`src/design/mfld_pkg.sv`:
```
// Shared types and constants for the monochrome framebuffer line-draw block.
package mfld_pkg;

   // Request kinds carried on the request tuser field.
   localparam logic [1:0] REQ_LINE = 2'd0;
   localparam logic [1:0] REQ_FILL = 2'd1;
   localparam logic [1:0] REQ_READ = 2'd2;

   localparam logic [7:0] FILL_BLACK = 8'h00;
   localparam logic [7:0] FILL_WHITE = 8'hFF;

   // Controller states.
   typedef enum logic [3:0] {
      ST_CLEAR,
      ST_IDLE,
      ST_FILL,
      ST_END_RD,
      ST_END_WR,
      ST_PIX_RD,
      ST_PIX_WR,
      ST_LOOP,
      ST_READ,
      ST_RESP
   } state_type;

   // Commands from the controller to the datapath.
   typedef struct packed {
      logic load_req;   // capture the accepted request
      logic pix_rd;     // read the byte under a pixel
      logic pt_end;     // pixel is the line end point, not the walking point
      logic pix_wr;     // write the modified byte back
      logic step;       // advance the walking point one Bresenham step
      logic sweep_wr;   // write the sweep counter address
      logic sweep_zero; // sweep writes zeros (reset clear) instead of fill value
      logic idx_rd;     // read the byte at the request read index
      logic rsp_load;   // load the response register
   } cmd_type;

   // Status from the datapath to the controller.
   typedef struct packed {
      logic [1:0] kind;
      logic       at_end;
      logic       cnt_last;
   } sts_type;

endpackage

```
`src/design/mfld_ctrl.sv`:
```
// Controller state machine for the framebuffer line-draw block.
module mfld_ctrl (
   input  logic              clock,
   input  logic              reset,
   input  logic              req_tvalid,
   output logic              req_tready,
   output logic              rsp_tvalid,
   input  logic              rsp_tready,
   input  mfld_pkg::sts_type sts,
   output mfld_pkg::cmd_type cmd
);

   mfld_pkg::state_type state_ff, state_in;
   logic                rsp_valid_ff, rsp_valid_in;
   logic                accept;
   logic                rsp_free;

   assign accept   = req_tvalid && (state_ff == mfld_pkg::ST_IDLE);
   assign rsp_free = !rsp_valid_ff || rsp_tready;

   // Next-state logic.
   always_comb begin
      state_in = state_ff;
      unique case (state_ff)
         mfld_pkg::ST_CLEAR: begin
            if (sts.cnt_last) state_in = mfld_pkg::ST_IDLE;
         end
         mfld_pkg::ST_IDLE: begin
            if (accept) begin
               case (sts.kind)
                  mfld_pkg::REQ_LINE: state_in = mfld_pkg::ST_END_RD;
                  mfld_pkg::REQ_FILL: state_in = mfld_pkg::ST_FILL;
                  mfld_pkg::REQ_READ: state_in = mfld_pkg::ST_READ;
                  default:            state_in = mfld_pkg::ST_RESP;
               endcase
            end
         end
         mfld_pkg::ST_FILL: begin
            if (sts.cnt_last) state_in = mfld_pkg::ST_RESP;
         end
         mfld_pkg::ST_END_RD: state_in = mfld_pkg::ST_END_WR;
         mfld_pkg::ST_END_WR: state_in = mfld_pkg::ST_LOOP;
         mfld_pkg::ST_PIX_RD: state_in = mfld_pkg::ST_PIX_WR;
         mfld_pkg::ST_PIX_WR: state_in = mfld_pkg::ST_LOOP;
         mfld_pkg::ST_LOOP: begin
            state_in = sts.at_end ? mfld_pkg::ST_RESP : mfld_pkg::ST_PIX_RD;
         end
         mfld_pkg::ST_READ: state_in = mfld_pkg::ST_RESP;
         mfld_pkg::ST_RESP: begin
            if (rsp_free) state_in = mfld_pkg::ST_IDLE;
         end
         default: state_in = mfld_pkg::ST_IDLE;
      endcase
   end

   // Output logic: one command set per state.
   always_comb begin
      cmd = '0;
      unique case (state_ff)
         mfld_pkg::ST_CLEAR: begin
            cmd.sweep_wr   = 1'b1;
            cmd.sweep_zero = 1'b1;
         end
         mfld_pkg::ST_IDLE:   cmd.load_req = accept;
         mfld_pkg::ST_FILL:   cmd.sweep_wr = 1'b1;
         mfld_pkg::ST_END_RD: begin
            cmd.pix_rd = 1'b1;
            cmd.pt_end = 1'b1;
         end
         mfld_pkg::ST_END_WR: cmd.pix_wr = 1'b1;
         mfld_pkg::ST_PIX_RD: cmd.pix_rd = 1'b1;
         mfld_pkg::ST_PIX_WR: begin
            cmd.pix_wr = 1'b1;
            cmd.step   = 1'b1;
         end
         mfld_pkg::ST_LOOP:   cmd = '0;
         mfld_pkg::ST_READ:   cmd.idx_rd = 1'b1;
         mfld_pkg::ST_RESP:   cmd.rsp_load = rsp_free;
         default:             cmd = '0;
      endcase
   end

   // Response valid flag: set on load, cleared when the receiver takes it.
   always_comb begin
      rsp_valid_in = rsp_valid_ff;
      if (cmd.rsp_load)     rsp_valid_in = 1'b1;
      else if (rsp_tready)  rsp_valid_in = 1'b0;
   end

   always_ff @(posedge clock) begin
      if (reset) begin
         state_ff     <= mfld_pkg::ST_CLEAR;
         rsp_valid_ff <= 1'b0;
      end else begin
         state_ff     <= state_in;
         rsp_valid_ff <= rsp_valid_in;
      end
   end

   assign req_tready = (state_ff == mfld_pkg::ST_IDLE);
   assign rsp_tvalid = rsp_valid_ff;

endmodule

```
`config.mk`:
```
export PLATFORM = sky130hd
export DESIGN_NAME = mfld_ctrl
export DESIGN_NICKNAME = d
export VERILOG_FILES = /design/src/design/mfld_pkg.sv /design/src/design/mfld_ctrl.sv
export SDC_FILE = /design/constraint.sdc
export NUM_CORES = 1
export LEC_CHECK = 0
export BUFFER_PORTS_ARGS = -buffer_cell sky130_fd_sc_hd__buf_2
export CAP_MARGIN = 25
export CORE_MARGIN = 2
export CORE_UTILIZATION = 30
export CTS_CLUSTER_DIAMETER = 100
export DETAILED_ROUTE_END_ITERATION = 10
export GPL_TIMING_DRIVEN = 0
export PLACE_DENSITY = 0.65
export SETUP_SLACK_MARGIN = 0.5
export SLEW_MARGIN = 20
export SYNTH_ARGS = -nofsm -noshare
export SYNTH_HDL_FRONTEND = slang
export SYNTH_SLANG_ARGS = --single-unit
```
`constraint.sdc`:
```
create_clock -name clock -period 1.4 [get_ports clock]
set_clock_uncertainty 0.2 [all_clocks]
set_input_delay 0.28 -clock clock [delete_from_list [all_inputs] [get_ports clock]]
set_output_delay 0.28 -clock clock [all_outputs]
set_load 0.05 [all_outputs]
```
After elaboration in Yosys (flattened, before gate mapping)

Index checks and enable logic that the tools add are counted.
W data, S select, Z words.

Flip-flop bits (word level): 5
Output and inout port bits: 11

Eq/ne operators: 15
Reductions and logical operators: 10
Multiplexer cells: 18

Operators with widths:

| kind                 | number |
|---|---|
| $pmux W4 S9          | 1 |
| $mux W4              | 5 |
| $eq A4 B3 Y1 const B | 4 |
| $pmux W4 S3          | 1 |
| $mux W1              | 11 |
| $eq A4 B2 Y1 const B | 2 |
| $eq A4 B4 Y1 const B | 2 |
| $ne A2 B2 Y1 const B | 3 |
| $reduce_or A2 Y1     | 3 |
| $eq A4 B1 Y1 const B | 1 |
| $logic_not A4 Y1     | 1 |
| $reduce_and A4 Y1    | 1 |
| $eq A2 B1 Y1 const B | 1 |
| $eq A2 B2 Y1 const B | 1 |
| $logic_not A2 Y1     | 1 |
| $ne A2 B1 Y1 const B | 1 |
| $reduce_bool A2 Y1   | 1 |
| $logic_and A1 B1 Y1  | 1 |
| $logic_not A1 Y1     | 1 |
| $logic_or A1 B1 Y1   | 1 |

Depth between registers and ports, before layout

Word-level depth: 4
Mapped depth: 6
Depth with buffers taken out: 6

Least setup slack after synthesis

No wires, ideal clock.

Path type: register -> output
Start point: register state_ff[2]
End point: output cmd[8] (netlist bit)
Stages on the path, launching flop included: 4
Data arrival time: 2.180 ns
Data required time: 0.920 ns
Path slack: -1.260 ns
Cell sequence: dfxtp_1 buf_2 nor3_1 and2_1

RTL lines:

| element                | RTL line        | text |
|---|---|---|
| from (decl)            | mfld_ctrl.sv:13 | `mfld_pkg::state_type state_ff, state_in;` |
| from (signal assigned) | mfld_ctrl.sv:92 | `state_ff <= mfld_pkg::ST_CLEAR;` |
| from (signal assigned) | mfld_ctrl.sv:95 | `state_ff <= state_in;` |
| to (decl)              | mfld_ctrl.sv:10 | `output mfld_pkg::cmd_type cmd` |

==> results.toml <==
[status]
outcome = "complete, but fails checks"
violations = "negative setup slack"

[setup_path]
cp.arrival_ps = 1310
cp-end-kind = "output pin"
crit_start = "state_ff[2]$_SDFFE_PP0P_"
r2r-start = "state_ff[1]$_SDFFE_PP0P_"
critPathLaunchType = "flop"
worstSetupPathType = "reg -> out"
cp_max_fo = 7
worstPathRequired_ps = 920

[yosys]
ys.flop_type = "dfxtp_1"
async_flop_share_pct = 0
syn_nets = 71
synth_compound_area_share_pct = 20.46
ys_ff_latch = 5
synth.area.top_cells = "dfxtp_1 (23%), ha_1 (12%), a21oi_1 (9.2%)"
synth_top_family_by_area = "simple AND/OR/NAND/NOR gates"
synth_fa_ha_area_share_pct = 11.53
synth_top_area_share_pct = 23.05
synthCells = 59
synth_area_leader_cell = "dfxtp_1"
yosysWarnings = 0
synth_cell_types = 25
synth_commonest_cells = "a21oi_1 (8), dfxtp_1 (5), nand2_1 (5)"
synth_mux_area_share_pct = 0
post-synth-top-count-cell = "a21oi_1"
synth-simple-area-share_pct = 34.01
ys_seq_area_share_pct = 23.05
synth_edf_count = 0
netlist_area_um2 = 434.2
synth.avg_cell_area_um2 = 7.359
synthXorXnorAreaFrac_pct = 0

[route]
ant_nets = 0
drt_pass1_iterations = 7
wl_met1_um = 687
routed_via_density = 5.333
first_iter_violations = 11
wl_met2_um = 804
top_layer = "met4"
drc = 0
routedWlPerCell_um = 14.25
met3_length_um = 88
wirelength_um = 1624
vias = 608

[power]
ir_drop_uv = 374.5
power_density_nw_per_um2 = 759.1
power_leakage_uw = 0.0004341

[die]
rows = 13
start_util_pct = 32.55
dieArea_um2 = 1767
fp.dieH_um = 42.04
io_pins = 19
core_area_um2 = 1334
fp.dieW_um = 42.04

[finish]
syn2layout_area_growth_pct = 124.8
diodes = 0
fin_util_pct = 73.17
drive_above_1_share_pct = 66.67
final_nets = 112

[timing]
hold_viol_final = 0
fin_crit_ps = 1788
fin_crit_sh_pct = 127.7
finalSetupViolCount = 12
hold_ws_ps = 46.18
fmaxAchievable_mhz = 559.2
setup_slack_ps = -388.1
slew_headroom_pct = 82.38
worstMarginPinSlew_ps = 262.9
slew_violations = 0
rsz0062_at_grt = "true"

[global_route]
antenna_found_initial = 0
grt_pass1_vias = 584
grt_max_degree = 11
grt_first_pass_wirelength_um = 2490
grt.overflow.total = 0
grtUsageTotal_pct = 18.08

[min_path]
hold_path_class = "in -> reg"
hold_path.startpoint = "reset"

[clocking]
clk-insertion-delay-late_ps = 260
h-tree-depth = 1
cts.sinks = 5
holdBufCountCts = 0
cts_tree = "yes"
clockRootBuffer = "clkbuf_4"
cts_buffers = 3
cts.clk_slew.worst_paths_ps = 60
ctsLongestPathBuffers = 2

[placed_design]
place.gp.congestion = 0.7870
hpwl_um = 807.8
portBuffers = 18

[job]
cap_viol_max_count = 0
-- placed cells by master, fill, tap and decap left out, drive strengths merged, types with 2 or more instances in the layout --
master and count:
a21oi 8, and2 2, buf 41, clkbuf 3, dfxtp 5, ha 4, inv 3, nand2 5
nand2b 4, nand3 3, nor2 5, nor3 3, nor3b 2, o21ai 3
-- cell type report --
class                   instances  area [um^2]
plain buffers                   5        63.81
repair buffers                 36        352.8
fillers                        83        357.8
clock inverters                 1        5.005
flip-flops and latches          5        116.4
inverters                       3        11.26
well taps                      15        18.77
multi-input cells              46        385.4
clock buffers                   3        22.52
-- sequential cells by signal, summed over array words and instances, names as in the netlist --
register,flops
rsp_tvalid,1
state_ff,4
-- cells by family after synthesis --
| kind of cell | count (synthesis) |
|---|---|
| flip-flops | 5 |
| AO/OA/AOI/OAI | 15 |
| adder cells (fa/ha/maj) | 4 |
| AND/OR/NAND/NOR | 27 |
| buffers and inverters | 8 |
-- final timing paths --
path | end | slack (ps) | depth (start not counted)
max | cmd[4] | -390 | 4
min | rsp_tvalid$_SDFFE_PP0P_ | 50 | 2
max reg2reg | state_ff[3]$_SDFFE_PP0P_ | -140 | 5
min reg2reg | rsp_tvalid$_SDFFE_PP0P_ | 320 | 2
-- through the flow --
stage               instances  area (um^2)  setup WS, ps  setup TNS [ps]  total power, uW
finish                    114        975.9        -388.1           -3410            740.8
global route              114        975.9        -441.5           -4045            781.2
detailed placement         92        635.6        -279.2           -1596            415.4
CTS                       107        883.3        -346.8           -2829            691.9
global placement           92        635.6        -274.7           -1522            415.1
floorplan                  59        526.8        -450.7           -2180            363.2
-- report_power, final --
group	switching, uW	internal, uW
sequential	9.56	149
clock	74.2	104
combinational	212	192
-- what timing repair did --
item / CTS / global route
gates cloned: 0 / 0
setup buffers: 11 / 7
pin swaps: 6 / 12
resized for setup: 38 / 7
setup endpoints to repair: 16 / 16
-- routing by layer --
layer,vias up,GRT usage [%]
li1,285,-
met4,0,10.00
met5,-,0
met2,29,27.81
met3,6,3.448
met1,288,23.62
-- critical path, cell delays in order, from the launching register on --
cell and delay, ps:
dfxtp_4 370, buf_8 140, nor3b_4 220, and2_4 180, buf_8 130
(Power assumes the default switching activity.)
